**src/design/text_mode_console_unit_assert.svh**
```systemverilog
// Assertion macros for the text console unit, clocked on clk and reset by arst_n.
`ifndef TEXT_MODE_CONSOLE_UNIT_ASSERT_SVH
`define TEXT_MODE_CONSOLE_UNIT_ASSERT_SVH
`ifndef SYNTHESIS
// Same-cycle implication.
`define TCON_ASSERT_IMPL(label, ante, cons) \
	label: assert property (@(posedge clk) disable iff (!arst_n) (ante) |-> (cons)) \
		else $error("%m: assertion failed");
// Next-cycle implication.
`define TCON_ASSERT_NEXT(label, ante, cons) \
	label: assert property (@(posedge clk) disable iff (!arst_n) (ante) |=> (cons)) \
		else $error("%m: assertion failed");
`else
`define TCON_ASSERT_IMPL(label, ante, cons)
`define TCON_ASSERT_NEXT(label, ante, cons)
`endif
`endif

```
**src/design/tcon_pkg.sv**
```systemverilog
// Shared types and constants of the text console unit.
package tcon_pkg;

	localparam int CHAR_W    = 8;
	localparam int COLOR_W   = 4;
	localparam int RADDR_W   = 11;
	localparam int POS_OUT_W = 11;
	localparam int CELL_W    = 16;
	localparam int DATA_W    = 32;
	localparam int USER_W    = 2;

	// Blank cell: white on black space
	localparam logic [CELL_W-1:0] BLANK_CELL = 16'h0F20;

	// Character codes
	localparam logic [CHAR_W-1:0] CH_BS    = 8'h08;
	localparam logic [CHAR_W-1:0] CH_TAB   = 8'h09;
	localparam logic [CHAR_W-1:0] CH_LF    = 8'h0A;
	localparam logic [CHAR_W-1:0] CH_CR    = 8'h0D;
	localparam logic [CHAR_W-1:0] CH_SPACE = 8'h20;
	localparam logic [CHAR_W-1:0] CH_DEL   = 8'h7F;

	typedef enum logic [USER_W-1:0] {
		MODE_PUT   = 2'd0,
		MODE_CLEAR = 2'd1,
		MODE_READ  = 2'd2
	} mode_t;

	// Input word payload, first field in the highest bits
	typedef struct packed {
		logic [RADDR_W-1:0] read_address;
		logic [COLOR_W-1:0] fg_color;
		logic [COLOR_W-1:0] bg_color;
		logic [CHAR_W-1:0]  char_code;
	} in_item_t;

	// Output word payload, first field in the highest bits
	typedef struct packed {
		logic [CELL_W-1:0]    cell_word;
		logic [POS_OUT_W-1:0] cursor_position;
	} out_item_t;

	localparam int IN_ITEM_W  = $bits(in_item_t);
	localparam int OUT_ITEM_W = $bits(out_item_t);

endpackage

```
**src/design/tcon_ctrl.sv**
```systemverilog
// Console sequencer: cursor, put/clear/read handling, scroll and blank sweeps.
module tcon_ctrl #(
	parameter int COLUMNS  = 80,
	parameter int ROWS     = 25,
	parameter int TAB_STOP = 8,
	parameter int ADDR_W   = 11
) (
	input  logic                        clk,
	input  logic                        arst_n,
	input  logic                        in_valid,
	output logic                        in_ready,
	input  tcon_pkg::mode_t             in_mode,
	input  tcon_pkg::in_item_t          in_item,
	output logic                        out_valid,
	input  logic                        out_ready,
	output tcon_pkg::out_item_t         out_item,
	output logic                        mem_we,
	output logic [ADDR_W-1:0]           mem_waddr,
	output logic [tcon_pkg::CELL_W-1:0] mem_wdata,
	output logic [ADDR_W-1:0]           mem_raddr,
	input  logic [tcon_pkg::CELL_W-1:0] mem_rdata
);

	localparam int CELLS      = COLUMNS * ROWS;
	localparam int MOVE_CELLS = (ROWS - 1) * COLUMNS;
	localparam int COL_W      = $clog2(COLUMNS);
	localparam int ROW_W      = $clog2(ROWS);
	localparam int NC_W       = $clog2(COLUMNS + TAB_STOP);
	localparam int NR_W       = $clog2(ROWS + 1);
	localparam int TAB_W      = $clog2(TAB_STOP);
	localparam logic [ADDR_W-1:0] LAST_CELL = ADDR_W'(CELLS - 1);
	localparam logic [ADDR_W-1:0] MOVE_END  = ADDR_W'(MOVE_CELLS);

	typedef enum logic [2:0] {
		ST_INIT,
		ST_IDLE,
		ST_READ,
		ST_SCROLL,
		ST_BLANK,
		ST_DONE
	} state_t;

	state_t                        state_q;
	logic [ADDR_W-1:0]             sweep_q;
	logic [COL_W-1:0]              col_q;
	logic [ROW_W-1:0]              row_q;
	logic [TAB_W-1:0]              rem_q;
	logic                          rd_ok_q;
	logic [tcon_pkg::CELL_W-1:0]   cell_q;
	logic                          wr_pend_s1;
	logic [ADDR_W-1:0]             wr_addr_s1;
	logic                          out_valid_q;
	tcon_pkg::out_item_t           out_item_q;

	logic [ADDR_W-1:0]             cur_lin;
	logic [NC_W-1:0]               nc;
	logic [NR_W-1:0]               nr;
	logic [TAB_W-1:0]              nrem;
	logic                          printable;
	logic                          scroll;

	assign in_ready  = (state_q == ST_IDLE);
	assign out_valid = out_valid_q;
	assign out_item  = out_item_q;

	// Linear cursor index
	assign cur_lin = ADDR_W'(ADDR_W'(row_q * COLUMNS) + ADDR_W'(col_q));

	assign printable = in_item.char_code inside {[tcon_pkg::CH_SPACE:tcon_pkg::CH_DEL]};

	// Next cursor for a put
	always_comb begin
		nc   = NC_W'(col_q);
		nr   = NR_W'(row_q);
		nrem = rem_q;
		case (in_item.char_code)
			tcon_pkg::CH_BS: begin
				if (col_q != '0) begin
					nc   = NC_W'(col_q) - NC_W'(1);
					nrem = (rem_q == '0) ? TAB_W'(TAB_STOP - 1) : rem_q - TAB_W'(1);
				end
			end
			tcon_pkg::CH_TAB: begin
				nc   = NC_W'(col_q) + NC_W'(TAB_STOP) - NC_W'(rem_q);
				nrem = '0;
			end
			tcon_pkg::CH_CR: begin
				nc   = '0;
				nrem = '0;
			end
			tcon_pkg::CH_LF: begin
				nc   = '0;
				nr   = NR_W'(row_q) + NR_W'(1);
				nrem = '0;
			end
			default: begin
				if (printable) begin
					nc   = NC_W'(col_q) + NC_W'(1);
					nrem = (rem_q == TAB_W'(TAB_STOP - 1)) ? '0 : rem_q + TAB_W'(1);
				end
			end
		endcase
		// Wrap at the right edge
		if (nc >= NC_W'(COLUMNS)) begin
			nc   = '0;
			nr   = nr + NR_W'(1);
			nrem = '0;
		end
		scroll = (nr == NR_W'(ROWS));
	end

	// Memory port steering
	always_comb begin
		mem_we    = 1'b0;
		mem_waddr = sweep_q;
		mem_wdata = tcon_pkg::BLANK_CELL;
		mem_raddr = ADDR_W'(in_item.read_address);
		case (state_q)
			ST_IDLE: begin
				mem_we    = in_valid && (in_mode == tcon_pkg::MODE_PUT) && printable;
				mem_waddr = cur_lin;
				mem_wdata = {in_item.bg_color, in_item.fg_color, in_item.char_code};
			end
			ST_SCROLL: begin
				mem_we    = wr_pend_s1;
				mem_waddr = wr_addr_s1;
				mem_wdata = mem_rdata;
				mem_raddr = ADDR_W'(sweep_q + ADDR_W'(COLUMNS));
			end
			ST_INIT, ST_BLANK: begin
				mem_we = 1'b1;
			end
			default: begin
				mem_we = 1'b0;
			end
		endcase
	end

	// Sequencer state and registered outputs
	always_ff @(posedge clk or negedge arst_n) begin
		if (!arst_n) begin
			state_q     <= ST_INIT;
			sweep_q     <= '0;
			col_q       <= '0;
			row_q       <= '0;
			rem_q       <= '0;
			rd_ok_q     <= 1'b0;
			cell_q      <= '0;
			wr_pend_s1  <= 1'b0;
			wr_addr_s1  <= '0;
			out_valid_q <= 1'b0;
			out_item_q  <= '0;
		end else begin
			// Drop the output word once taken, unless a new one replaces it
			if (out_valid_q && out_ready && (state_q != ST_DONE)) begin
				out_valid_q <= 1'b0;
			end
			case (state_q)
				ST_INIT: begin
					if (sweep_q == LAST_CELL) begin
						sweep_q <= '0;
						state_q <= ST_IDLE;
					end else begin
						sweep_q <= sweep_q + ADDR_W'(1);
					end
				end
				ST_IDLE: begin
					if (in_valid) begin
						cell_q <= '0;
						case (in_mode)
							tcon_pkg::MODE_PUT: begin
								col_q <= COL_W'(nc);
								row_q <= scroll ? ROW_W'(ROWS - 1) : ROW_W'(nr);
								rem_q <= nrem;
								if (scroll) begin
									sweep_q <= '0;
									state_q <= ST_SCROLL;
								end else begin
									state_q <= ST_DONE;
								end
							end
							tcon_pkg::MODE_CLEAR: begin
								col_q   <= '0;
								row_q   <= '0;
								rem_q   <= '0;
								sweep_q <= '0;
								state_q <= ST_BLANK;
							end
							tcon_pkg::MODE_READ: begin
								rd_ok_q <= (int'(in_item.read_address) < CELLS);
								state_q <= ST_READ;
							end
							default: begin
								state_q <= ST_DONE;
							end
						endcase
					end
				end
				ST_READ: begin
					cell_q  <= rd_ok_q ? mem_rdata : '0;
					state_q <= ST_DONE;
				end
				ST_SCROLL: begin
					// Read one row down, write it back in the next cycle
					if (sweep_q == MOVE_END) begin
						wr_pend_s1 <= 1'b0;
						state_q    <= ST_BLANK;
					end else begin
						wr_pend_s1 <= 1'b1;
						wr_addr_s1 <= sweep_q;
						sweep_q    <= sweep_q + ADDR_W'(1);
					end
				end
				ST_BLANK: begin
					if (sweep_q == LAST_CELL) begin
						state_q <= ST_DONE;
					end else begin
						sweep_q <= sweep_q + ADDR_W'(1);
					end
				end
				ST_DONE: begin
					// Hand over when the output register is free
					if (!out_valid_q || out_ready) begin
						out_valid_q                <= 1'b1;
						out_item_q.cursor_position <= tcon_pkg::POS_OUT_W'(cur_lin);
						out_item_q.cell_word       <= cell_q;
						state_q                    <= ST_IDLE;
					end
				end
				default: begin
					state_q <= ST_IDLE;
				end
			endcase
		end
	end

endmodule

```
**config.mk**
```make
export PLATFORM = sky130hd
export DESIGN_NAME = tcon_ctrl
export DESIGN_NICKNAME = d
export VERILOG_FILES = /design/src/design/text_mode_console_unit_assert.svh /design/src/design/tcon_pkg.sv /design/src/design/tcon_ctrl.sv
export SDC_FILE = /design/constraint.sdc
export NUM_CORES = 1
export LEC_CHECK = 0
export BUFFER_PORTS_ARGS = -buffer_cell sky130_fd_sc_hd__buf_2
export CAP_MARGIN = 20
export CORE_ASPECT_RATIO = 1.1
export CORE_MARGIN = 10
export CORE_UTILIZATION = 40
export CTS_BUF_LIST = sky130_fd_sc_hd__clkbuf_4 sky130_fd_sc_hd__clkbuf_8
export DETAILED_ROUTE_END_ITERATION = 16
export PLACE_DENSITY = 0.7
export SLEW_MARGIN = 20
export SYNTH_ARGS = -nofsm -noshare
export SYNTH_HDL_FRONTEND = slang
export SYNTH_SLANG_ARGS = --single-unit
```
**constraint.sdc**
```tcl
create_clock -name clk -period 10.59 [get_ports clk]
set_clock_uncertainty 0.05 [all_clocks]
set_input_delay 0.5295 -clock clk [delete_from_list [all_inputs] [get_ports clk]]
set_output_delay 0.5295 -clock clk [all_outputs]
set_load 0.01 [all_outputs]
```
After elaboration in Yosys (flattened, before gate mapping)
Index checks and enable logic that the tools add are counted.
{"block": "word_totals", "register_bits": 86, "in_bits": 49, "output_inout_bits": 68}
{"block": "classes", "addsub": 11, "multipliers": 1, "order_cmp": 4, "eq_ne": 27, "n_mux": 42, "bitwise_logic": 1, "n_reduce_logical": 25}
{"operator": "2-to-1 mux 11 bit", "n": 6}
{"operator": "case mux 16 bit (2 select lines)", "n": 2}
{"operator": "case mux 11 bit (2 select lines)", "n": 2}
{"operator": "case mux 11 bit (4 select lines)", "n": 1}
{"operator": "2-to-1 mux 3 bit", "n": 11}
{"operator": "equality test 8 x 4 -> 1 bit (second input constant)", "n": 4}
{"operator": "2-to-1 mux 16 bit", "n": 2}
{"operator": "equality test 11 bit (second input constant)", "n": 2}
{"operator": "2-to-1 mux 7 bit", "n": 3}
{"operator": "case mux 7 bit (3 select lines)", "n": 1}
{"operator": "case mux 3 bit (6 select lines)", "n": 1}
{"operator": "2-to-1 mux 5 bit", "n": 3}
{"operator": "!= test 2 bit (second input constant)", "n": 7}
{"operator": "case mux 7 bit (2 select lines)", "n": 1}
{"operator": "case mux 3 bit (2 select lines)", "n": 2}
{"operator": "adder 11 x 1 -> 11 bit (second input constant)", "n": 1}
{"operator": "adder 11 x 7 -> 11 bit", "n": 1}
{"operator": "adder 11 x 7 -> 11 bit (second input constant)", "n": 1}
{"operator": "less-than comparator 11 bit (second input constant)", "n": 1}
{"operator": "adder 5 x 1 -> 5 bit (second input constant)", "n": 2}
{"operator": "case mux 5 bit (2 select lines)", "n": 1}
{"operator": "AND reduction 5 bit", "n": 2}
{"operator": "equality test 3 bit (second input constant)", "n": 3}
{"operator": "case mux 3 bit (3 select lines)", "n": 1}
{"operator": "other kinds (35)", "n": 50}

Longest topological paths before layout
{"block": "logic_depth", "depth_word": 11, "mapped_depth": 14}

Worst setup path after synthesis
OpenSTA, ideal clock, no wires.
{"block": "synth_path", "kind": "input-to-reg", "start": "input in_item[5] in the netlist's numbering", "end": "register sweep_q[1]", "setup_ns": 0.137, "t_arrival_ns": 3.327, "required_ns": 10.403, "path_slack_ns": 7.076, "stages": 10, "n_path_buf": 2, "path_cell_list": "or4b_1 > buf_2 > or4_1 > buf_2 > o41ai_4 > a311oi_2 > a211oi_4 > mux2i_1 > o41ai_4 > mux2i_1"}
{"block": "synth_via", "elab_chain_cells": 9}
{"item": "start: declaration", "line_no": "tcon_ctrl.sv:13", "source": "input tcon_pkg::in_item_t in_item,"}
{"item": ">= comparator 8 x 6 -> 1 bit or less-or-equal comparator 8 x 7 -> 1 bit (tied branches)", "line_no": "tcon_ctrl.sv:69", "source": "assign printable = in_item.char_code inside {[tcon_pkg::CH_SPACE:tcon_pkg::CH_DEL]};"}
{"item": "logical AND 1 bit", "line_no": "tcon_ctrl.sv:69"}
{"item": "2-to-1 mux 7 bit", "line_no": "tcon_ctrl.sv:97", "source": "if (printable) begin"}
{"item": "case mux 7 bit (3 select lines)", "line_no": "tcon_ctrl.sv:76", "source": "case (in_item.char_code)"}
{"item": ">= comparator 7 bit", "line_no": "tcon_ctrl.sv:104", "source": "if (nc >= NC_W'(COLUMNS)) begin"}
{"item": "2-to-1 mux 5 bit (*)", "line_no": "tcon_ctrl.sv:104"}
{"item": "equality test 5 bit (*)", "line_no": "tcon_ctrl.sv:109", "source": "scroll = (nr == NR_W'(ROWS));"}
{"item": "!= test 3 bit (no line) (*)"}
{"item": "AND reduction 6 bit (no line) (*)"}
{"item": "end signal: assignment", "line_no": "tcon_ctrl.sv:164", "source": "sweep_q <= sweep_q + ADDR_W'(1);"}
{"item": "end signal: assignment", "line_no": "tcon_ctrl.sv:211", "source": "sweep_q <= sweep_q + ADDR_W'(1);"}
{"item": "end signal: assignment", "line_no": "tcon_ctrl.sv:218", "source": "sweep_q <= sweep_q + ADDR_W'(1);"}
{"item": "end: declaration", "line_no": "tcon_ctrl.sv:44", "source": "logic [ADDR_W-1:0] sweep_q;"}
Mark *: on every way between the ends. The rest lies on a longest branch, timed or not.
A chain may end at the register's enable or synchronous reset.

Final worst setup path
{"block": "layout_path", "start": "register col_q[0]", "end": "register state_q[2]"}
{"block": "layout_via", "elab_chain_cells": 10}
{"item": "start: declaration", "line_no": "tcon_ctrl.sv:45", "source": "logic [COL_W-1:0] col_q;"}
{"item": "start signal: assignment", "line_no": "tcon_ctrl.sv:172", "source": "col_q <= COL_W'(nc);"}
{"item": "adder 7 x 4 -> 7 bit, or another cell as far along", "line_no": "tcon_ctrl.sv:84", "source": "nc = NC_W'(col_q) + NC_W'(TAB_STOP) - NC_W'(rem_q);"}
{"item": "subtractor 7 x 3 -> 7 bit, or another cell as far along", "line_no": "tcon_ctrl.sv:84"}
{"item": "case mux 7 bit (3 select lines) (*)", "line_no": "tcon_ctrl.sv:76"}
{"item": ">= comparator 7 bit (*)", "line_no": "tcon_ctrl.sv:104"}
{"item": "2-to-1 mux 5 bit (*)", "line_no": "tcon_ctrl.sv:104"}
{"item": "equality test 5 bit (*)", "line_no": "tcon_ctrl.sv:109"}
{"item": "2-to-1 mux 3 bit (*)", "line_no": "tcon_ctrl.sv:175", "source": "if (scroll) begin"}
{"item": "case mux 3 bit (3 select lines) (*)", "line_no": "tcon_ctrl.sv:170", "source": "case (in_mode)"}
{"item": "2-to-1 mux 3 bit (*)", "line_no": "tcon_ctrl.sv:168", "source": "if (in_valid) begin"}
{"item": "case mux 3 bit (6 select lines) (*)", "line_no": "tcon_ctrl.sv:158", "source": "case (state_q)"}
{"item": "end signal: assignment", "line_no": "tcon_ctrl.sv:162", "source": "state_q <= ST_IDLE;"}
{"item": "end signal: assignment", "line_no": "tcon_ctrl.sv:177", "source": "state_q <= ST_SCROLL;"}
{"item": "end signal: assignment", "line_no": "tcon_ctrl.sv:179", "source": "state_q <= ST_DONE;"}
{"item": "end: declaration", "line_no": "tcon_ctrl.sv:43", "source": "state_t state_q;"}
Mark *: on every way between the ends. The rest lies on a longest branch, timed or not. The select of a mux whose other input is x is not followed.

==> key figures <==
Floorplan
  • Core area: 14500 um2
  • Die X: 136.2 um
  • Ports: 117
  • # rows: 46
  • Die height: 147.8 um
  • Die Area: 20140 um2
  • Initial core utilization: 0.4098

Min path
  • HP Class: in -> async

Setup path
  • Crit Path Class: reg -> reg
  • Critical Path Sink Type: register
  • Critical path buffers and inverters: 3
  • CP cell instances: inv_1 -> ha_1 -> inv_1 -> ha_1 -> inv_1 -> fa_1 -> nor2b_1 -> nor4_1 -> o211a_1 -> o31ai_1 -> a211oi_4 -> mux2i_1 -> o21ai_0 -> a21oi_1
  • Max stage delay cell, worst path: o31ai_1
  • Critical R2R Launch: col_q[0]
  • CP dominant cell by count: inv_1
  • Top Family by Delay on Critical Path: compound AO/OA/AOI/OAI gates
  • Cells on worst reg2reg path: 14
  • Max incr delay on CP: 0.70 ns
  • R2r setup slk: 6.45 ns
  • Critical path fanouts, max: 9
  • Worst reg2reg path endpoint: state_q[2]
  • Crit start category: register
  • Worst EP arrival: 4.38 ns
  • Data required, critical path: 10.82 ns

Synthesis
  • Seq/Total Area, Yosys: 0.3621
  • Cell area after synthesis: 5943 um2
  • Syn Inst Count: 656
  • Synth Area per Inst: 9.060 um2
  • Synth top area share: 0.3621
  • Asr flop ratio synth: 1.000
  • Area leader, netlist: dfrtp_1
  • Synth Warn #: 0
  • #FFs+latches synth: 86
  • Netlist cell types: 66
  • Top FF cell, synth: dfrtp_1
  • EDFF count, synth: 0
  • Mapped Nets: 744
  • Top cells by area, synth: dfrtp_1 36%, ha_1 7.6%, mux2_2 5.1%, mux2i_1 5.1%, o21ai_0 4.9%

Clock network
  • H-tree Lvls: 3
  • TritonCTS clock tree: done
  • Worst-path clk slew: 0.11 ns
  • Root Buffer: clkbuf_8
  • Post-CTS sizing: 0
  • Post-CTS setup buffers: 0
  • Worst-case clock buffer depth: 2
  • Clk sinks: 86
  • Post-CTS Hold Fix Bufs: 0
  • CTS buffer count: 9
  • Worst-Skew Late Latency: 0.38 ns

Timing
  • Slew headroom: 0.3086
  • Hold Slack: 0.07070 ns
  • Period minus WS final: 4.144 ns
  • Fin Setup TNS: 0 ns
  • Tcrit/Tclk final: 0.3913
  • Final slew viol count: 0
  • RSZ-0062 raised after global routing: no
  • Fmax: 0.2413 GHz
  • Tightest Pin Transition: 1.035 ns
  • Final-report hold violation count: 0
  • Setup violations, final: 0

Global route
  • GRT busiest layer: met2
  • First-pass GRT wire length: 28440 um
  • Overall routing resource usage: 0.1721
  • GR Util met1: 0.2098
  • Initial antenna violation count: 0
  • Met2 usage in global routing: 0.2994
  • Vias in the first global route: 5402
  • GR Util met3: 0.03356
  • Total global routing overflow: 0
  • Pin count of the biggest net entering global routing: 49

Power
  • Comb power frac: 0.477
  • Switching share of power: 0.4395
  • Pwr dens: 228.3 nW/um2
  • Power Internal: 887.3 uW
  • Leakage: 3.240 nW
  • Max VDD drop: 0.06773 mV
  • Clock network power share: 0.186
  • Net switching power: 695.7 uW
  • Flop pwr share: 0.337

Cells and area
  • # fillers: 1396
  • Final #Nets: 838
  • # diodes: 0
  • Area Overhead vs Synth: 16.67%
  • Ratio of cells with drive above 1 in the final layout: 0.2424

Place
  • I/O Buffers: 116
  • HPWL after DPL: 13050 um
  • Placer Congestion: 0.9430

Routing
  • Residual DRC: 0
  • Mean routed wirelength per cell: 18.15 um
  • Routed vias/inst: 5.614
  • Starting DRC count in detailed routing: 417
  • Routed WL: 17190 um
  • Vias post-DR: 5316
  • Antenna-violating nets left: 0
  • First-pass DRT Iterations: 5

Job
  • Max-cap viol count: 0

Status
  • Outcome: finished, final reports clean
==> routing by layer <==
metal,vias up,share of wire
li1,2575,-
met1,2576,0.42
met2,149,0.50
met3,16,0.064
met4,0,0.015
met5,-,0
==> state kept, by name, indices dropped and copies added, names as in the netlist <==
register    cells
out_item       27
cell_q         16
sweep_q        11
wr_addr_s1     11
col_q           7
row_q           5
rem_q           3
state_q         3
out_valid       1
rd_ok_q         1
wr_pend_s1      1
==> placed cells by master (no fill, tap or decap), drive strengths merged, types with 6 or more instances in the layout <==
cell | Yosys | routed
a21oi | 23 | 23
mux2 | 27 | 27
mux2i | 30 | 30
nand2 | 76 | 76
nor3 | 17 | 17
a21o | 7 | 7
o21ai | 60 | 60
nor2 | 37 | 37
buf | 7 | 123
clkbuf | 33 | 9
a22o | 19 | 19
o31ai | 15 | 15
nand3 | 14 | 14
ha | 36 | 36
xor2 | 9 | 9
xnor2 | 10 | 10
dfrtp | 86 | 86
nand2b | 6 | 6
inv | 35 | 38
nand4 | 7 | 7
a31oi | 11 | 11
o22ai | 7 | 7
==> kinds of logic (layout without fill, tap and decap cells) <==
family / count (synthesis) / in the layout / synth area share
compound gates: 182 / 182 / 0.2126
xor+xnor: 19 / 19 / 0.02800
fa+ha+maj: 39 / 39 / 0.08589
buf+inv: 75 / 174 / 0.04821
flops: 86 / 86 / 0.3621
mux: 57 / 57 / 0.1017
simple gates: 198 / 198 / 0.1615
==> worst max path at each step <==
| stage | startpoint | to | depth (start not counted) |
|---|---|---|---|
| finish | col_q[0] | state_q[2] | 14 |
| detailed placement | in_item[5] | sweep_q[1] | 9 |
| global route | col_q[0] | state_q[2] | 14 |
| global placement | in_item[5] | sweep_q[1] | 9 |
| floorplan | in_item[5] | sweep_q[1] | 10 |
| CTS | col_q[0] | sweep_q[1] | 14 |
==> metrics by stage <==
step	cells	area (um2)	setup WS, ns	utilization	power [mW]
2_1_floorplan	656	5943	7.076	-	1.017
3_3_place_gp	931	6674	6.529	0.4601	1.285
3_5_place_dp	931	6674	6.439	0.4601	1.296
4_1_cts	947	6925	6.466	0.4775	1.592
5_1_grt	947	6934	6.112	0.4781	1.708
6_report	947	6934	6.446	0.4781	1.583
==> synth_stat cells, types with 4 or more instances <==
cell,number
or4_1,5
or2_2,4
dfrtp_1,86
a21oi_1,23
nand4_1,7
and3_1,5
xnor2_1,10
nor2b_1,5
nand3_1,14
xor2_1,9
o21ai_0,58
mux2i_1,30
a31oi_1,11
o22ai_1,7
ha_1,36
clkbuf_1,33
nand2b_1,6
a22o_1,19
mux2_2,27
nand2_1,76
o31ai_1,15
buf_2,4
a21o_1,7
nor3_1,17
o31a_1,4
nor2_1,37
a211oi_1,4
inv_1,35
==> power groups by stage <==
stage / clock [mW] / combinational [mW] / sequential [mW]
3_5_place_dp: 0 / 0.758 / 0.538
4_1_cts: 0.299 / 0.762 / 0.531
3_3_place_gp: 0 / 0.751 / 0.534
2_1_floorplan: 0 / 0.521 / 0.496
6_report: 0.294 / 0.756 / 0.533
5_1_grt: 0.313 / 0.846 / 0.549
==> layout make-up <==
cell class	instances	area [um2]	share of cell area
inverters	35	131.4	0.01895
clock inverters	7	127.6	0.01840
clock buffers	9	123.9	0.01786
multi-input cells	495	3520	0.5076
flip-flops and latches	86	2156	0.3109
repair buffers	123	635.6	0.09166
well taps	192	240.2	0.03464
No activity file was read; power rests on OpenSTA's default activity.
